File: src/hw/rtl/pcc_pkg.sv
// ----------------------------------------------------------------------------
// pcc_pkg: shared types and constants of the control-change mapper
// Register indexes, message codes, controller/datapath command and status.
// ----------------------------------------------------------------------------
package pcc_pkg;

    localparam int SAMPLE_BITS_DEF = 10;
    localparam int CFG_IDX_W       = 3;
    localparam int CFG_DATA_W      = 10;
    localparam int DIVR_W          = 10;
    localparam int CC_W            = 7;
    localparam int CH_W            = 5;
    localparam int OUT_TDATA_W     = 24;

    localparam logic [CC_W-1:0]       SWITCH_CC  = 7'd12;
    localparam logic [CC_W-1:0]       CC_ON      = 7'd127;
    localparam logic [CC_W-1:0]       CC_OFF     = 7'd0;
    localparam logic [CFG_DATA_W-1:0] IN_HI_RST  = 10'd1023;
    localparam logic [CC_W-1:0]       OUT_HI_RST = 7'd127;
    localparam logic [CH_W-1:0]       CH_RST     = 5'd1;

    typedef enum logic [CFG_IDX_W-1:0] {
        CFG_IN_LO   = 3'd0,
        CFG_IN_HI   = 3'd1,
        CFG_OUT_LO  = 3'd2,
        CFG_OUT_HI  = 3'd3,
        CFG_SW_MODE = 3'd4,
        CFG_CTRL_NO = 3'd5,
        CFG_MIDI_CH = 3'd6
    } t_cfg_idx;

    typedef enum logic [3:0] {
        ST_IDLE,
        ST_PICK,
        ST_IVL,
        ST_MODGO,
        ST_MOD,
        ST_MAP,
        ST_CHK,
        ST_EMIT_A,
        ST_EMIT_B
    } t_state;

    typedef enum logic [1:0] {
        DIV_IVL,
        DIV_MOD,
        DIV_MAP
    } t_div_op;

    typedef enum logic {
        CAND_SNAP,
        CAND_MAP
    } t_cand_src;

    typedef enum logic {
        MSG_FIRST,
        MSG_SECOND
    } t_msg_sel;

    typedef struct packed {
        logic      smp_load;
        logic      cand_load;
        t_cand_src cand_src;
        logic      div_start;
        t_div_op   div_op;
        logic      ivl_one;
        logic      ivl_div;
        logic      out_load;
        t_msg_sel  msg_sel;
        logic      commit;
    } t_cmd;

    typedef struct packed {
        logic snap;
        logic ivl_dirty;
        logic ivl_need_div;
        logic div_done;
        logic rem_zero;
        logic ispan_zero;
        logic map_eq_last;
        logic two_msgs;
        logic out_free;
    } t_stat;

endpackage

File: src/hw/rtl/pcc_div.sv
// ----------------------------------------------------------------------------
// pcc_div: shared restoring divider
// One quotient bit per cycle; the dividend comes in left aligned so that
// the step count sets the quotient width. Quotient and remainder hold
// until the next start.
// ----------------------------------------------------------------------------
module pcc_div
    import pcc_pkg::*;
#(
    parameter int DW = SAMPLE_BITS_DEF + 7
) (
    input  logic                     i_clk,
    input  logic                     i_rst_n,
    input  logic                     i_start,
    input  logic [DW-1:0]            i_dividend,
    input  logic [DIVR_W-1:0]        i_divisor,
    input  logic [$clog2(DW+1)-1:0]  i_steps,
    output logic                     o_done,
    output logic [DW-1:0]            o_quot,
    output logic [DIVR_W-1:0]        o_rem
);

    logic                    r_busy;
    logic                    r_done;
    logic [$clog2(DW+1)-1:0] r_cnt;
    logic [DW-1:0]           r_q;
    logic [DIVR_W-1:0]       r_r;
    logic [DIVR_W-1:0]       r_d;
    logic [DIVR_W:0]         w_trial;
    logic [DIVR_W:0]         w_diff;
    logic                    w_ge;

    assign w_trial = {r_r, r_q[DW-1]};
    assign w_ge    = w_trial >= {1'b0, r_d};
    assign w_diff  = w_trial - {1'b0, r_d};

    always_ff @(posedge i_clk) begin
        if (!i_rst_n) begin
            r_busy <= 1'b0;
            r_done <= 1'b0;
            r_cnt  <= '0;
        end else begin
            r_done <= 1'b0;
            if (i_start) begin
                r_busy <= 1'b1;
                r_cnt  <= i_steps;
            end else if (r_busy) begin
                r_cnt <= r_cnt - 1'b1;
                if (r_cnt == 1) begin
                    r_busy <= 1'b0;
                    r_done <= 1'b1;
                end
            end
        end
    end

    always_ff @(posedge i_clk) begin
        if (i_start) begin
            r_q <= i_dividend;
            r_r <= '0;
            r_d <= i_divisor;
        end else if (r_busy) begin
            r_q <= {r_q[DW-2:0], w_ge};
            r_r <= w_ge ? w_diff[DIVR_W-1:0] : w_trial[DIVR_W-1:0];
        end
    end

    assign o_done = r_done;
    assign o_quot = r_q;
    assign o_rem  = r_r;

endmodule

File: src/hw/rtl/pcc_dp.sv
// ----------------------------------------------------------------------------
// pcc_dp: datapath of the control-change mapper
// Configuration registers, sample and candidate registers, interval and
// linear map arithmetic around the shared divider, and the output register.
// ----------------------------------------------------------------------------
module pcc_dp
    import pcc_pkg::*;
#(
    parameter int SAMPLE_BITS = SAMPLE_BITS_DEF
) (
    input  logic                   i_clk,
    input  logic                   i_rst_n,
    input  t_cmd                   i_cmd,
    output t_stat                  o_stat,
    input  logic                   i_cfg_we,
    input  logic [CFG_IDX_W-1:0]   i_cfg_idx,
    input  logic [CFG_DATA_W-1:0]  i_cfg_wdata,
    input  logic [SAMPLE_BITS-1:0] i_sample,
    input  logic                   i_out_ready,
    output logic                   o_out_valid,
    output logic [CC_W-1:0]        o_cc_number,
    output logic [CC_W-1:0]        o_cc_value,
    output logic [CH_W-1:0]        o_channel,
    output logic                   o_last
);

    localparam int SB = SAMPLE_BITS;
    localparam int DW = SB + 7;
    localparam int SW = $clog2(DW + 1);
    localparam logic [SB+CFG_DATA_W-1:0] IN_HI_EXT = {{SB{1'b0}}, IN_HI_RST};

    logic [SB-1:0]     r_in_lo;
    logic [SB-1:0]     r_in_hi;
    logic [CC_W-1:0]   r_out_lo;
    logic [CC_W-1:0]   r_out_hi;
    logic              r_sw_mode;
    logic [CC_W-1:0]   r_ctrl_no;
    logic [CH_W-1:0]   r_midi_ch;
    logic              r_dirty;
    logic [DIVR_W-1:0] r_interval;
    logic [CC_W-1:0]   r_last;
    logic [SB-1:0]     r_sample;
    logic [CC_W-1:0]   r_cand;
    logic              r_map_neg;
    logic              r_out_valid;
    logic [CC_W-1:0]   r_out_num;
    logic [CC_W-1:0]   r_out_val;
    logic [CH_W-1:0]   r_out_ch;
    logic              r_out_last;

    logic [SB+CFG_DATA_W-1:0] w_cfg_ext;
    logic signed [SB:0]       w_ispan;
    logic                     w_ispan_neg;
    logic                     w_ispan_zero;
    logic [SB:0]              w_ispan_mag;
    logic [SB+DIVR_W:0]       w_imag_ext;
    logic [DIVR_W-1:0]        w_ispan_m10;
    logic                     w_rev;
    logic [CC_W-1:0]          w_ospan_mag;
    logic [CC_W-1:0]          w_lo;
    logic [CC_W-1:0]          w_hi;
    logic signed [SB:0]       w_sdiff;
    logic signed [CC_W:0]     w_ospan_s;
    logic signed [SB+8:0]     w_num;
    logic [SB+8:0]            w_num_mag;
    logic                     w_snap_hi;
    logic                     w_snap_lo;
    logic [CC_W-1:0]          w_snap_val;
    logic signed [DW+1:0]     w_qs;
    logic signed [DW+1:0]     w_v;
    logic signed [DW+1:0]     w_lo_s;
    logic signed [DW+1:0]     w_hi_s;
    logic [CC_W-1:0]          w_map_val;
    logic                     w_sw_on;
    logic                     w_sw_off;
    logic [DW-1:0]            w_div_dvd;
    logic [DIVR_W-1:0]        w_div_dvs;
    logic [SW-1:0]            w_div_steps;
    logic                     w_div_done;
    logic [DW-1:0]            w_quot;
    logic [DIVR_W-1:0]        w_rem;
    logic [CC_W-1:0]          w_msg_num;
    logic [CC_W-1:0]          w_msg_val;
    logic                     w_msg_last;

    assign w_cfg_ext = {{SB{1'b0}}, i_cfg_wdata};

    // Configuration and derived-state dirty flag
    always_ff @(posedge i_clk) begin
        if (!i_rst_n) begin
            r_in_lo   <= '0;
            r_in_hi   <= IN_HI_EXT[SB-1:0];
            r_out_lo  <= '0;
            r_out_hi  <= OUT_HI_RST;
            r_sw_mode <= 1'b0;
            r_ctrl_no <= '0;
            r_midi_ch <= CH_RST;
            r_dirty   <= 1'b1;
        end else if (i_cfg_we) begin
            unique case (t_cfg_idx'(i_cfg_idx))
                CFG_IN_LO: begin
                    r_in_lo <= w_cfg_ext[SB-1:0];
                    r_dirty <= 1'b1;
                end
                CFG_IN_HI: begin
                    r_in_hi <= w_cfg_ext[SB-1:0];
                    r_dirty <= 1'b1;
                end
                CFG_OUT_LO: begin
                    r_out_lo <= i_cfg_wdata[CC_W-1:0];
                    r_dirty  <= 1'b1;
                end
                CFG_OUT_HI: begin
                    r_out_hi <= i_cfg_wdata[CC_W-1:0];
                    r_dirty  <= 1'b1;
                end
                CFG_SW_MODE: r_sw_mode <= i_cfg_wdata[0];
                CFG_CTRL_NO: r_ctrl_no <= i_cfg_wdata[CC_W-1:0];
                CFG_MIDI_CH: r_midi_ch <= i_cfg_wdata[CH_W-1:0];
                default: ;
            endcase
        end else if (i_cmd.ivl_one || i_cmd.ivl_div) begin
            r_dirty <= 1'b0;
        end
    end

    always_ff @(posedge i_clk) begin
        if (!i_rst_n) begin
            r_last <= '0;
        end else if (i_cmd.commit) begin
            r_last <= r_cand;
        end
    end

    // Spans
    assign w_ispan      = $signed({1'b0, r_in_hi}) - $signed({1'b0, r_in_lo});
    assign w_ispan_neg  = w_ispan[SB];
    assign w_ispan_zero = (w_ispan == '0);
    assign w_ispan_mag  = w_ispan_neg ? -w_ispan : w_ispan;
    assign w_imag_ext   = {{DIVR_W{1'b0}}, w_ispan_mag};
    assign w_ispan_m10  = w_imag_ext[DIVR_W-1:0];
    assign w_rev        = r_out_lo > r_out_hi;
    assign w_ospan_mag  = w_rev ? r_out_lo - r_out_hi : r_out_hi - r_out_lo;
    assign w_lo         = w_rev ? r_out_hi : r_out_lo;
    assign w_hi         = w_rev ? r_out_lo : r_out_hi;

    // Linear map numerator
    assign w_sdiff   = $signed({1'b0, r_sample}) - $signed({1'b0, r_in_lo});
    assign w_ospan_s = $signed({1'b0, r_out_hi}) - $signed({1'b0, r_out_lo});
    assign w_num     = w_sdiff * w_ospan_s;
    assign w_num_mag = w_num[SB+8] ? -w_num : w_num;

    // Snap to output limits
    assign w_snap_hi  = (r_sample >= r_in_hi) && (r_last != r_out_hi);
    assign w_snap_lo  = (r_sample <= r_in_lo) && (r_last != r_out_lo);
    assign w_snap_val = w_snap_hi ? r_out_hi : r_out_lo;

    // Mapped value and clamp
    assign w_qs   = r_map_neg ? -$signed({2'b00, w_quot}) : $signed({2'b00, w_quot});
    assign w_lo_s = $signed({{(DW-5){1'b0}}, w_lo});
    assign w_hi_s = $signed({{(DW-5){1'b0}}, w_hi});
    assign w_v    = w_ispan_zero ? $signed({{(DW-5){1'b0}}, r_out_lo})
                                 : w_qs + $signed({{(DW-5){1'b0}}, r_out_lo});

    always_comb begin
        if (w_v < w_lo_s) begin
            w_map_val = w_lo;
        end else if (w_v > w_hi_s) begin
            w_map_val = w_hi;
        end else begin
            w_map_val = w_v[CC_W-1:0];
        end
    end

    always_ff @(posedge i_clk) begin
        if (i_cmd.smp_load) begin
            r_sample <= i_sample;
        end
        if (i_cmd.cand_load) begin
            r_cand <= (i_cmd.cand_src == CAND_SNAP) ? w_snap_val : w_map_val;
        end
        if (i_cmd.div_start && i_cmd.div_op == DIV_MAP) begin
            r_map_neg <= w_num[SB+8] ^ w_ispan_neg;
        end
        if (i_cmd.ivl_one) begin
            r_interval <= DIVR_W'(1);
        end else if (i_cmd.ivl_div) begin
            r_interval <= (w_quot[DIVR_W-1:0] == '0) ? DIVR_W'(1) : w_quot[DIVR_W-1:0];
        end
    end

    // Divider operands
    always_comb begin
        unique case (i_cmd.div_op)
            DIV_IVL: begin
                w_div_dvd   = {w_ispan_m10, {(DW-DIVR_W){1'b0}}};
                w_div_dvs   = {{(DIVR_W-CC_W){1'b0}}, w_ospan_mag};
                w_div_steps = SW'(DIVR_W);
            end
            DIV_MOD: begin
                w_div_dvd   = {r_sample, 7'b0};
                w_div_dvs   = r_interval;
                w_div_steps = SW'(SB);
            end
            DIV_MAP: begin
                w_div_dvd   = w_num_mag[DW-1:0];
                w_div_dvs   = w_ispan_m10;
                w_div_steps = SW'(DW);
            end
            default: begin
                w_div_dvd   = '0;
                w_div_dvs   = '0;
                w_div_steps = '0;
            end
        endcase
    end

    pcc_div #(
        .DW(DW)
    ) u_div (
        .i_clk      (i_clk),
        .i_rst_n    (i_rst_n),
        .i_start    (i_cmd.div_start),
        .i_dividend (w_div_dvd),
        .i_divisor  (w_div_dvs),
        .i_steps    (w_div_steps),
        .o_done     (w_div_done),
        .o_quot     (w_quot),
        .o_rem      (w_rem)
    );

    // Message selection
    assign w_sw_on  = r_sw_mode && (r_cand > r_out_lo) && (r_last == r_out_lo);
    assign w_sw_off = r_sw_mode && (r_cand == r_out_lo) && (r_last > r_out_lo);

    always_comb begin
        if (i_cmd.msg_sel == MSG_FIRST) begin
            w_msg_num  = w_sw_on ? SWITCH_CC : r_ctrl_no;
            w_msg_val  = w_sw_on ? CC_ON : r_cand;
            w_msg_last = !(w_sw_on || w_sw_off);
        end else begin
            w_msg_num  = w_sw_on ? r_ctrl_no : SWITCH_CC;
            w_msg_val  = w_sw_on ? r_cand : CC_OFF;
            w_msg_last = 1'b1;
        end
    end

    // Output register
    always_ff @(posedge i_clk) begin
        if (!i_rst_n) begin
            r_out_valid <= 1'b0;
        end else if (i_cmd.out_load) begin
            r_out_valid <= 1'b1;
        end else if (i_out_ready) begin
            r_out_valid <= 1'b0;
        end
    end

    always_ff @(posedge i_clk) begin
        if (i_cmd.out_load) begin
            r_out_num  <= w_msg_num;
            r_out_val  <= w_msg_val;
            r_out_ch   <= r_midi_ch;
            r_out_last <= w_msg_last;
        end
    end

    assign o_out_valid = r_out_valid;
    assign o_cc_number = r_out_num;
    assign o_cc_value  = r_out_val;
    assign o_channel   = r_out_ch;
    assign o_last      = r_out_last;

    assign o_stat.snap         = w_snap_hi || w_snap_lo;
    assign o_stat.ivl_dirty    = r_dirty;
    assign o_stat.ivl_need_div = !w_ispan_neg && !w_ispan_zero && (w_ospan_mag != '0);
    assign o_stat.div_done     = w_div_done;
    assign o_stat.rem_zero     = (w_rem == '0);
    assign o_stat.ispan_zero   = w_ispan_zero;
    assign o_stat.map_eq_last  = (w_map_val == r_last);
    assign o_stat.two_msgs     = w_sw_on || w_sw_off;
    assign o_stat.out_free     = !r_out_valid || i_out_ready;

endmodule

File: src/hw/rtl/pcc_ctrl.sv
// ----------------------------------------------------------------------------
// pcc_ctrl: controller of the control-change mapper
// Sequences snap check, interval refresh, modulo test, linear map and the
// one or two messages that a sample may send.
// ----------------------------------------------------------------------------
module pcc_ctrl
    import pcc_pkg::*;
(
    input  logic  i_clk,
    input  logic  i_rst_n,
    input  logic  i_in_valid,
    output logic  o_in_ready,
    input  t_stat i_stat,
    output t_cmd  o_cmd
);

    t_state r_state;
    t_state n_state;

    always_ff @(posedge i_clk) begin
        if (!i_rst_n) begin
            r_state <= ST_IDLE;
        end else begin
            r_state <= n_state;
        end
    end

    always_comb begin
        n_state    = r_state;
        o_cmd      = '0;
        o_in_ready = 1'b0;
        unique case (r_state)
            ST_IDLE: begin
                o_in_ready = 1'b1;
                if (i_in_valid) begin
                    o_cmd.smp_load = 1'b1;
                    n_state        = ST_PICK;
                end
            end
            ST_PICK: begin
                if (i_stat.snap) begin
                    o_cmd.cand_load = 1'b1;
                    o_cmd.cand_src  = CAND_SNAP;
                    n_state         = ST_EMIT_A;
                end else if (i_stat.ivl_dirty && i_stat.ivl_need_div) begin
                    o_cmd.div_start = 1'b1;
                    o_cmd.div_op    = DIV_IVL;
                    n_state         = ST_IVL;
                end else begin
                    o_cmd.ivl_one = i_stat.ivl_dirty;
                    n_state       = ST_MODGO;
                end
            end
            ST_IVL: begin
                if (i_stat.div_done) begin
                    o_cmd.ivl_div = 1'b1;
                    n_state       = ST_MODGO;
                end
            end
            ST_MODGO: begin
                o_cmd.div_start = 1'b1;
                o_cmd.div_op    = DIV_MOD;
                n_state         = ST_MOD;
            end
            ST_MOD: begin
                if (i_stat.div_done) begin
                    if (!i_stat.rem_zero) begin
                        n_state = ST_IDLE;
                    end else if (i_stat.ispan_zero) begin
                        n_state = ST_CHK;
                    end else begin
                        o_cmd.div_start = 1'b1;
                        o_cmd.div_op    = DIV_MAP;
                        n_state         = ST_MAP;
                    end
                end
            end
            ST_MAP: begin
                if (i_stat.div_done) begin
                    n_state = ST_CHK;
                end
            end
            ST_CHK: begin
                if (i_stat.map_eq_last) begin
                    n_state = ST_IDLE;
                end else begin
                    o_cmd.cand_load = 1'b1;
                    o_cmd.cand_src  = CAND_MAP;
                    n_state         = ST_EMIT_A;
                end
            end
            ST_EMIT_A: begin
                if (i_stat.out_free) begin
                    o_cmd.out_load = 1'b1;
                    o_cmd.msg_sel  = MSG_FIRST;
                    if (i_stat.two_msgs) begin
                        n_state = ST_EMIT_B;
                    end else begin
                        o_cmd.commit = 1'b1;
                        n_state      = ST_IDLE;
                    end
                end
            end
            ST_EMIT_B: begin
                if (i_stat.out_free) begin
                    o_cmd.out_load = 1'b1;
                    o_cmd.msg_sel  = MSG_SECOND;
                    o_cmd.commit   = 1'b1;
                    n_state        = ST_IDLE;
                end
            end
            default: begin
                n_state = ST_IDLE;
            end
        endcase
    end

endmodule

File: src/hw/rtl/pot_to_control_change_mapper.sv
// A snapped sample passes the sample register and the PICK and EMIT_A states to
// reach the output register; any other sample runs the modulo division and, if
// needed, the map division, the first after reset or a limit register write
// also an interval refresh. A new sample is taken only in IDLE, after the last
// one is done; the shared one-bit-per-cycle divider serves interval, modulo and
// map. Reset: synchronous, active low; registers to defaults, last 0.
// ----------------------------------------------------------------------------
// pot_to_control_change_mapper: potentiometer sample to control-change
// Maps ADC samples that snap or pass the interval test onto a controller value
// and sends it on a change, with optional on/off messages on controller 12.
// ----------------------------------------------------------------------------
module pot_to_control_change_mapper
    import pcc_pkg::*;
#(
    parameter int SAMPLE_BITS = SAMPLE_BITS_DEF
) (
    input  logic                                i_clk,
    input  logic                                i_rst_n,
    input  logic                                i_cfg_we,
    input  logic [CFG_IDX_W-1:0]                i_cfg_idx,
    input  logic [CFG_DATA_W-1:0]               i_cfg_wdata,
    input  logic                                i_s_axis_tvalid,
    output logic                                o_s_axis_tready,
    // sample
    input  logic [((SAMPLE_BITS+7)/8)*8-1:0]    i_s_axis_tdata,
    output logic                                o_m_axis_tvalid,
    input  logic                                i_m_axis_tready,
    // cc_number, cc_value, channel
    output logic [OUT_TDATA_W-1:0]              o_m_axis_tdata,
    output logic                                o_m_axis_tlast
);

    t_cmd            w_cmd;
    t_stat           w_stat;
    logic [CC_W-1:0] w_cc_number;
    logic [CC_W-1:0] w_cc_value;
    logic [CH_W-1:0] w_channel;

    pcc_ctrl u_ctrl (
        .i_clk      (i_clk),
        .i_rst_n    (i_rst_n),
        .i_in_valid (i_s_axis_tvalid),
        .o_in_ready (o_s_axis_tready),
        .i_stat     (w_stat),
        .o_cmd      (w_cmd)
    );

    pcc_dp #(
        .SAMPLE_BITS(SAMPLE_BITS)
    ) u_dp (
        .i_clk       (i_clk),
        .i_rst_n     (i_rst_n),
        .i_cmd       (w_cmd),
        .o_stat      (w_stat),
        .i_cfg_we    (i_cfg_we),
        .i_cfg_idx   (i_cfg_idx),
        .i_cfg_wdata (i_cfg_wdata),
        .i_sample    (i_s_axis_tdata[SAMPLE_BITS-1:0]),
        .i_out_ready (i_m_axis_tready),
        .o_out_valid (o_m_axis_tvalid),
        .o_cc_number (w_cc_number),
        .o_cc_value  (w_cc_value),
        .o_channel   (w_channel),
        .o_last      (o_m_axis_tlast)
    );

    assign o_m_axis_tdata = {{(OUT_TDATA_W-2*CC_W-CH_W){1'b0}},
                             w_channel, w_cc_value, w_cc_number};

endmodule

File: config.mk
export PLATFORM = sky130hd
export DESIGN_NAME = pot_to_control_change_mapper
export DESIGN_NICKNAME = d
export VERILOG_FILES = /design/src/hw/rtl/pcc_pkg.sv /design/src/hw/rtl/pcc_div.sv /design/src/hw/rtl/pcc_dp.sv /design/src/hw/rtl/pcc_ctrl.sv /design/src/hw/rtl/pot_to_control_change_mapper.sv
export SDC_FILE = /design/constraint.sdc
export NUM_CORES = 1
export LEC_CHECK = 0
export BUFFER_PORTS_ARGS = -buffer_cell sky130_fd_sc_hd__buf_2
export CORE_AREA = 10 10 168 170
export DETAILED_ROUTE_END_ITERATION = 12
export DIE_AREA = 0 0 178 180
export GPL_ROUTABILITY_DRIVEN = 0
export PLACE_DENSITY = 0.77
export SLEW_MARGIN = 15
export SYNTH_ARGS = -nofsm -noshare
export SYNTH_HDL_FRONTEND = slang
export SYNTH_SLANG_ARGS = --single-unit
File: constraint.sdc
create_clock -name i_clk -period 15.69 [get_ports i_clk]
set_clock_uncertainty 0.1 [all_clocks]
set_input_delay 1.569 -clock i_clk [delete_from_list [all_inputs] [get_ports i_clk]]
set_output_delay 1.569 -clock i_clk [all_outputs]
set_load 0.02 [all_outputs]
-- Yosys cells after proc, flatten, opt, wreduce, memory -nomap -nowiden
Index checks and enable logic that the tools add are counted.
W data, S select, Z words.
- output and inout bits: 27
- flip-flop bits (word level): 152
- logic and storage cells: 185
- input port bits: 34
- bitwise operators: 3
- multiply operators: 1
- eq/ne operators: 29
- reductions and logical operators: 40
- add/sub/neg operators: 11
- muxes and demuxes: 68
- $lt $le $gt $ge: 8
- operators with widths (kind ; number):
    $mux W7 ; 13
    $mux W17 ; 3
    $pmux W17 S3 ; 1
    $mux W19 ; 2
    $mux W4 ; 9
    $pmux W4 S9 ; 1
    $mux W10 ; 3
    $pmux W10 S3 ; 1
    $mux W3 ; 8
    $sub A10 B10 Y11 ; 2
    $eq A7 B7 Y1 ; 3
    $gt A7 B7 Y1 ; 3
    $logic_not A10 Y1 ; 2
    $add A19 B8 Y19 ; 1
    $gt A19 B8 Y1 ; 1
    $lt A19 B8 Y1 ; 1
    $mul A11 B8 Y19 ; 1
    $neg A17 Y19 ; 1
    $mux W1 ; 18
    $neg A17 Y17 ; 1
    $eq A4 B3 Y1 const B ; 4
    $reduce_and A2 Y1 ; 8
    $ne A7 B7 Y1 ; 2
    $sub A7 B7 Y7 ; 2
    39 further kinds ; 69

-- Longest topological paths before layout
Gate-level depths: netlist of run 1.
- depth after elaboration: 13
- depth in mapped cells: 35
- gate-level depth less buffers: 34

-- Hierarchy
A second synthesis of run 1 with hierarchy kept.
- cells, all modules: 1698
- area total of the unflattened synthesis: 14969.4 µm²
- by module, submodules not included (module ; cells an instance ; area an instance (µm²) ; sequential area each (µm²) ; instances):
    pcc_dp ; 1409 ; 12122.9 ; 2462.4 ; 1
    pcc_div ; 221 ; 2376.0 ; 1151.1 ; 1
    pcc_ctrl ; 62 ; 429.2 ; 80.1 ; 1
    pot_to_control_change_mapper ; 6 ; 41.3 ; 0.0 ; 1

-- Worst setup path after synthesis of run 1
Ideal clock, no wire load.
- path type: register -> register
- start: register u_dp.r_out_lo[0]
- end: register u_dp.u_div.r_q[13] (netlist: u_dp.u_div.o_quot[13]), data pin
- clock period less this slack: 8313 ps
- path buffers: 1
- slack: 7377 ps
- setup time: 287 ps
- arrival time: 7926 ps
- required time: 15303 ps
- cell stages (with the launch flop): 33
- cell sequence: dfxtp_1 > ha_1 > inv_1 > fa_1 > a21o_1 > a21oi_1 > o21bai_1 > a21oi_1 > xor2_1 > inv_1 > nand2_1 > fa_1 > fa_1 > inv_1 > fa_1 > inv_1 > fa_1 > inv_1 > ha_1 > a21oi_1 > o21bai_1 > a21oi_1 > o21bai_1 > a21oi_1 > o21bai_1 > a2111oi_0 > nor3_1 > nor3b_1 > clkbuf_1 > nor2_1 > xnor2_1 > a221oi_1 > a21oi_1
- cells in the longest elaborated chain, start to end: 9
- elaborated cells between the ends (all ways): 22
- those cells by class: add/sub: 4; mul: 1; order compare: 1; eq/ne: 3; mux: 7; reduce/logical: 6
- RTL lines (element ; line ; text):
    from (decl) ; pcc_dp.sv:34 ; logic [CC_W-1:0] r_out_lo;
    from (signal assigned) ; pcc_dp.sv:110 ; r_out_lo <= i_cfg_wdata[CC_W-1:0];
    branches (longest 8 deep; another with $mul A11 B8 Y19) ; -- ;
    $mux W17 (*) ; pcc_div.sv:58 ; if (i_start) begin
    to (signal assigned) ; pcc_div.sv:59 ; r_q <= i_dividend;
    to (signal assigned) ; pcc_div.sv:63 ; r_q <= {r_q[DW-2:0], w_ge};
    to (decl) ; pcc_div.sv:26 ; logic [DW-1:0] r_q;
Mark *: on every way between the ends.
A chain may end at the register's enable or synchronous reset.

-- Final worst setup path of run 1
- start: register u_dp.r_out_lo[0]
- end: register u_dp.u_div.r_q[12] (netlist: u_dp.u_div.o_quot[12]), data pin
The elaborated chain is that of the path after synthesis.

==> out/qor.yml, run 1 <==
logic_synthesis:
  netlist_area_um2: 14660
  ys_seq_elements: 152
  synth_edf_count: 65
  synth_ff_type: "dfxtp_1"
  synthCells: 1719
  syn_avg_cell_area_um2: 8.528
  synthDistinctLibCells: 83
  synth_async_sr_flop_share_pct: 0
  yosysSeqAreaShare_pct: 25.19
  yosysWarnings: 0
cts:
  cts_max_level: 4
  clock_latency_ns: 0.45
  root_buffer: "clkbuf_16"
  clock_path_buffers: 2
  post_cts_resized: 0
  cts_tree: "done"
  clk_pin_slew_ns: 0.08
  clock_sinks: 152
  cts_buffers: 17
  post_cts_buffers: 0
  cts_hold_buf: 0
flow_run:
  maxCapViolations: 0
worst_setup_path:
  crit_required_ns: 15.76
  crit_top_cell: "a21oi_1"
  max_stage_delay_ns: 0.73
  crit_arrival_ns: 9.88
  startpoint_type: "register"
  crit_slowest_cell: "nor3b_4"
  startpoint: "u_dp.r_out_lo[0]$_SDFFE_PN0P_"
  cp_max_fo: 17
  critPathCaptureType: "register"
  criticalPathCategory: "register to register"
  timing.rr.start: "u_dp.r_out_lo[0]$_SDFFE_PN0P_"
drt:
  antenna_left: 0
  drc: 0
  wire_per_inst_um: 18.65
  viasPerCell: 6.060
  totalWireLength_um: 38660
  first_pass_iters: 8
  vias: 12563
  drtIter0Drc: 1258
global_route:
  grt_start_max_net_pins: 53
  grt.total_usage_pct: 24.09
  grt_overflow: 0
  antenna_found_initial: 0
  grt_pass1_wl_um: 62600
  first_global_vias: 12181
cells_and_area:
  seq_area_um2: 3694
  antenna_cells: 0
  multi_input_area_um2: 9938
  layout_common_cells: "inv_1 (197), nor2_1 (184), nand2_1 (143)"
  drive_above_1_share_pct: 7.573
  nNetsFinal: 1971
  area_delta_synth_final_pct: 7.442
  n_fill_cell: 2089
  final_common_cell: "inv_1"
floorplan:
  ios: 61
  die-area_um2: 32040
  placementRows: 58
  core_area_um2: 24890
  die_x_um: 178
  die_h_um: 180
  start_util_pct: 58.90
sta:
  slew_violations: 0
  layout_min_cycle_time_ns: 9.804
  finalHoldViolCount: 0
  fmax_mhz: 102.0
  worst_pin_slew_ns: 1.105
  fin_tns_setup_ns: 0
  rsz0062_at_grt: "false"
  slew_headroom_pct: 26.22
  fin_crit_sh_pct: 62.49
  setup_viol: 0
min_path:
  hold_path_class: "register to register"
  hp-start: "u_dp.r_midi_ch[4]$_SDFFE_PN0P_"
status:
  status: "finished, final reports clean"
placed_design:
  portBuffers: 49
  dp_hpwl_um: 30070
kinds of logic after synthesis:
logic type,share of synthesized area [%]
xor+xnor,6.572
flops,25.19
buf+inv,7.271
other cells,0.02558
simple gates,18.31
mux,4.600
compound gates,16.32
fa+ha+maj,21.71
path summary, 6_finish.rpt:
kind	slack, ns	endpoint	cells past startpoint
worst max register to register	5.89	u_dp.u_div.o_quot[12]$_DFFE_PP_	31
worst min register to register	0.35	u_dp.o_channel[4]$_DFFE_PP_	0
worst min-delay path	0.35	u_dp.o_channel[4]$_DFFE_PP_	0
worst max-delay path	5.89	u_dp.u_div.o_quot[12]$_DFFE_PP_	31
Yosys cell counts (5+ instances only):
master,number,share of area [%]
clkbuf_1,55,1.4
dfxtp_1,87,12
a21oi_1,100,3.4
and2_1,25,1.1
o311ai_0,6,0.36
ha_1,128,11
nand3_1,20,0.68
o221ai_1,5,0.30
nand2_1,143,3.7
nand4_1,12,0.51
a32oi_1,6,0.36
nor4_1,17,0.73
nor2_1,185,4.7
a22oi_1,5,0.26
buf_4,5,0.26
o21a_1,14,0.72
o21bai_1,16,0.82
o21ai_0,64,2.2
o22ai_1,11,0.47
nor3_1,23,0.79
nand2b_1,31,1.3
a31oi_1,13,0.55
edfxtp_1,65,13
inv_1,197,5.0
mux2i_1,58,4.0
or2_2,10,0.43
or4_4,5,0.38
nor2b_1,26,1.1
o211ai_1,22,1.1
xnor2_1,74,4.4
nor4b_1,7,0.42
and3_1,8,0.34
or3_1,10,0.43
nor3b_1,6,0.31
a41o_1,5,0.34
nand3b_1,7,0.36
a21o_1,23,1.2
a221oi_1,8,0.48
o31ai_1,8,0.41
xor2_1,36,2.2
fa_1,79,11
buf_2,6,0.20
a211oi_1,16,0.82
routing by layer:
metal | up-vias | part of all wire, % | global-route usage [%]
met2 | 542 | 46 | 38.74
met5 | - | 0 | 0
met4 | 0 | 2.9 | 7.638
met1 | 5970 | 41 | 31.37
met3 | 89 | 9.3 | 5.448
li1 | 5962 | - | -
cell type report:
class	count	share of cell area, %
Tap cell	330	2.621
Multi-Input combinational cell	1300	63.09
Timing Repair Buffer	60	2.081
Clock buffer	17	2.701
Clock inverter	15	1.311
Inverter	199	4.742
Sequential cell	152	23.45
critical path: cells and delay by family (launching register included):
kind	cells	cell delay [ns]
flip-flops	1	0.61
adder cells (fa/ha/maj)	7	3.03
AND/OR/NAND/NOR	4	1.23
buffers and inverters	5	0.46
AO/OA/AOI/OAI	13	3.19
XOR/XNOR	2	0.88
metrics by stage:
step	util [%]	area (µm²)	instances	setup WS [ns]	hold slack [ns]
final	63.28	15750	2073	5.886	0.3457
after global routing	63.28	15750	2073	5.356	0.3468
after CTS	63.26	15750	2073	5.706	0.3408
after detailed placement	60.72	15110	2041	5.822	0.3168
after global placement	60.72	15110	2041	6.029	0.3103
after floorplan	-	14680	1723	7.377	0.3080
flip-flops by register name, indices dropped and copies added, names as in the netlist, 4 cells and up:
name,flops
u_dp.o_cc_number,7
u_dp.r_in_hi,10
u_dp.r_interval,10
u_ctrl.r_state,4
u_dp.o_cc_value,7
u_dp.r_cand,7
u_dp.u_div.o_quot,17
u_dp.o_channel,5
u_dp.r_out_hi,7
u_dp.u_div.o_rem,10
u_dp.r_in_lo,10
u_dp.u_div.r_cnt,5
u_dp.r_last,7
u_dp.r_ctrl_no,7
u_dp.r_sample,10
u_dp.r_midi_ch,5
u_dp.u_div.r_d,10
u_dp.r_out_lo,7
Power of run 1 is not shown: default switching activity piles up to over one toggle a cycle in this logic, so the estimate is an artifact.
==> inputs of run 2 (changes only) <==
--- a/config.mk
+++ b/config.mk
@@ -6,11 +6,11 @@
 export NUM_CORES = 1
 export LEC_CHECK = 0
 export BUFFER_PORTS_ARGS = -buffer_cell sky130_fd_sc_hd__buf_2
-export CORE_AREA = 10 10 168 170
+export CORE_AREA = 10 10 170 172
 export DETAILED_ROUTE_END_ITERATION = 12
-export DIE_AREA = 0 0 178 180
+export DIE_AREA = 0 0 180 182
 export GPL_ROUTABILITY_DRIVEN = 0
-export PLACE_DENSITY = 0.77
+export PLACE_DENSITY = 0.78
 export SLEW_MARGIN = 15
 export SYNTH_ARGS = -nofsm -noshare
 export SYNTH_HDL_FRONTEND = slang
==> constraint.sdc (replaced) <==
create_clock -name i_clk -period 8.32 [get_ports i_clk]
set_clock_uncertainty 0.1 [all_clocks]
set_input_delay 0.832 -clock i_clk [delete_from_list [all_inputs] [get_ports i_clk]]
set_output_delay 0.832 -clock i_clk [all_outputs]
set_load 0.02 [all_outputs]
==> out/qor.yml, run 2 (synthesized netlist as in run 1, its figures left out) <==
global_route:
  grt_pass1_wl_um: 64000  # was 62600 µm
  grt.total_usage_pct: 23.62  # was 24.09%
  grt_start_max_net_pins: 46  # was 53
  first_global_vias: 12519  # was 12181
  grt_overflow: 0  # unchanged
  antenna_found_initial: 0  # unchanged
worst_setup_path:
  crit_top_cell: "inv_1"  # was a21oi_1
  crit_arrival_ns: 8.01  # was 9.88 ns
  crit_required_ns: 8.37  # was 15.76 ns
  cp.buffers_inverters: 8  # was 5
  timing.rr.start: "u_dp.r_out_hi[0]$_SDFFE_PN1P_"  # was u_dp.r_out_lo[0]$_SDFFE_PN0P_
  startpoint_type: "register"  # unchanged
  critPathCaptureType: "register"  # unchanged
  critPathTopFamily: "adder cells"  # was compound AO/OA/AOI/OAI gates
  r2r_setup_slack_ns: 0.36  # was 5.89 ns
  r2r-end: "u_dp.u_div.o_quot[15]$_DFFE_PP_"  # was u_dp.u_div.o_quot[12]$_DFFE_PP_
  criticalPathCategory: "register to register"  # unchanged
  max_stage_delay_ns: 0.55  # was 0.73 ns
  rr_worst_depth: 34  # was 31
  crit_slowest_cell: "fa_1"  # was nor3b_4
  cp_max_fo: 12  # was 17
cells_and_area:
  fin_area_um2: 15910  # was 15750 µm²
  nNetsFinal: 1987  # was 1971
  multi_input_area_um2: 9968  # was 9938 µm²
  antenna_cells: 0  # unchanged
  layout_common_cells: "inv_1 (197), nor2_1 (184), nand2_1 (143)"  # unchanged
  seq_area_um2: 3695  # was 3694 µm²
  largest_register_ff_count: 17  # unchanged
  drive_above_1_share_pct: 8.869  # was 7.573%
  n_fill_cell: 2171  # was 2089
  fin_util_pct: 62.11  # was 63.28%
  area_delta_synth_final_pct: 8.526  # was 7.442%
  final_common_cell: "inv_1"  # unchanged
drt:
  wire_per_inst_um: 18.80  # was 18.65 µm
  viasPerCell: 6.096  # was 6.060
  totalWireLength_um: 39360  # was 38660 µm
  vias: 12764  # was 12563
  drtIter0Drc: 1291  # was 1258
  drc: 0  # unchanged
  dr_wl_met2_um: 18780  # was 17940 µm
  wl_met3_um: 3411  # was 3597 µm
  antenna_left: 0  # unchanged
  wl_met1_um: 15920  # was 15990 µm
  first_pass_iters: 6  # was 8
  top_layer: "met4"  # unchanged
cts:
  clock_latency_ns: 0.44  # was 0.45 ns
  cts_buffers: 17  # unchanged
  root_buffer: "clkbuf_16"  # unchanged
  clock_path_buffers: 2  # unchanged
  cts_max_level: 4  # unchanged
  clock_sinks: 152  # unchanged
  cts_tree: "done"  # unchanged
  clk_pin_slew_ns: 0.07  # was 0.08 ns
sta:
  worst_pin_slew_ns: 1.129  # was 1.105 ns
  fmax_mhz: 125.6  # was 102.0 MHz
  slew_violations: 0  # unchanged
  fin_crit_sh_pct: 95.67  # was 62.49%
  setup_viol: 0  # unchanged
  hold_slack_ns: 0.3384  # was 0.3457 ns
  layout_min_cycle_time_ns: 7.959  # was 9.804 ns
  finalHoldViolCount: 0  # unchanged
  slew_headroom_pct: 24.65  # was 26.22%
floorplan:
  die_x_um: 180  # was 178 µm
  ios: 61  # unchanged
  start_util_pct: 57.23  # was 58.90%
  die_h_um: 182  # was 180 µm
  core_area_um2: 25620  # was 24890 µm²
  die-area_um2: 32760  # was 32040 µm²
  placementRows: 59  # was 58
status:
  status: "finished, final reports clean"  # unchanged
placed_design:
  placed_area_um2: 15220  # was 15110 µm²
  dp_hpwl_um: 30460  # was 30070 µm
  portBuffers: 49  # unchanged
flow_run:
  maxCapViolations: 0  # unchanged
min_path:
  hold_path_class: "register to register"  # unchanged
  min_to: "u_dp.o_channel[0]$_DFFE_PP_"  # was u_dp.o_channel[4]$_DFFE_PP_
  hold_depth: 0  # unchanged
  hp-start: "u_dp.r_midi_ch[0]$_SDFFE_PN1P_"  # was u_dp.r_midi_ch[4]$_SDFFE_PN0P_
run 2: cell types whose count changed in the layout (fill, tap and decap cells not counted), sizes merged:
cell | before | now
bufinv | 1 | 0
clkinv | 8 | 12
inv | 204 | 202
clkinvlp | 1 | 0
buf | 60 | 76
run 2: per-stage QoR:
| stage | TNS (ns) | setup slack, ns | std cells |
|---|---|---|---|
| after global routing | -0.1992 | -0.05082 | 2094 |
| after CTS | 0 | 0.09580 | 2092 |
| after global placement | 0 | 0.2969 | 2060 |
| final | 0 | 0.3606 | 2094 |
| after floorplan | 0 | 0.006781 | 1723 |
| after detailed placement | 0 | 0.1234 | 2060 |
run 2: layout make-up:
| type | count | area share, % |
|---|---|---|
| Sequential cell | 152 | 23.22 |
| Timing Repair Buffer | 76 | 2.839 |
| Clock buffer | 17 | 2.674 |
| Tap cell | 335 | 2.634 |
| Clock inverter | 15 | 1.282 |
| Multi-Input combinational cell | 1300 | 62.65 |
| Inverter | 199 | 4.695 |
run 2: routing by layer:
layer,vias to the layer above,GRT usage (%)
met5,-,0
met4,0,9.097
met3,107,4.513
met2,526,39.66
met1,6138,29.41
li1,5993,-
run 2: worst max-delay path by stage:
stage / startpoint / to / slack (ns) / depth (start not counted)
2_1_floorplan: u_dp.r_out_lo[0]$_SDFFE_PN0P_ / u_dp.u_div.o_quot[13]$_DFFE_PP_ / 0.007 / 32
3_3_place_gp: u_dp.r_out_hi[0]$_SDFFE_PN1P_ / u_dp.u_div.o_quot[15]$_DFFE_PP_ / 0.30 / 34
3_5_place_dp: u_dp.r_sample[1]$_DFFE_PP_ / u_dp.u_div.o_quot[15]$_DFFE_PP_ / 0.12 / 32
4_1_cts: u_dp.r_sample[1]$_DFFE_PP_ / u_dp.u_div.o_quot[15]$_DFFE_PP_ / 0.1 / 32
5_1_grt: u_dp.r_out_hi[0]$_SDFFE_PN1P_ / u_dp.u_div.o_quot[14]$_DFFE_PP_ / -0.05 / 34
6_report: u_dp.r_out_hi[0]$_SDFFE_PN1P_ / u_dp.u_div.o_quot[15]$_DFFE_PP_ / 0.36 / 34
run 2: repair_timing:
action,in CTS,in global routing
hold buffers,0,0
endpoints found under the setup margin,0,25
setup buffers,0,2
gates resized for setup,0,11
Power of run 2 is left out for the same reason.
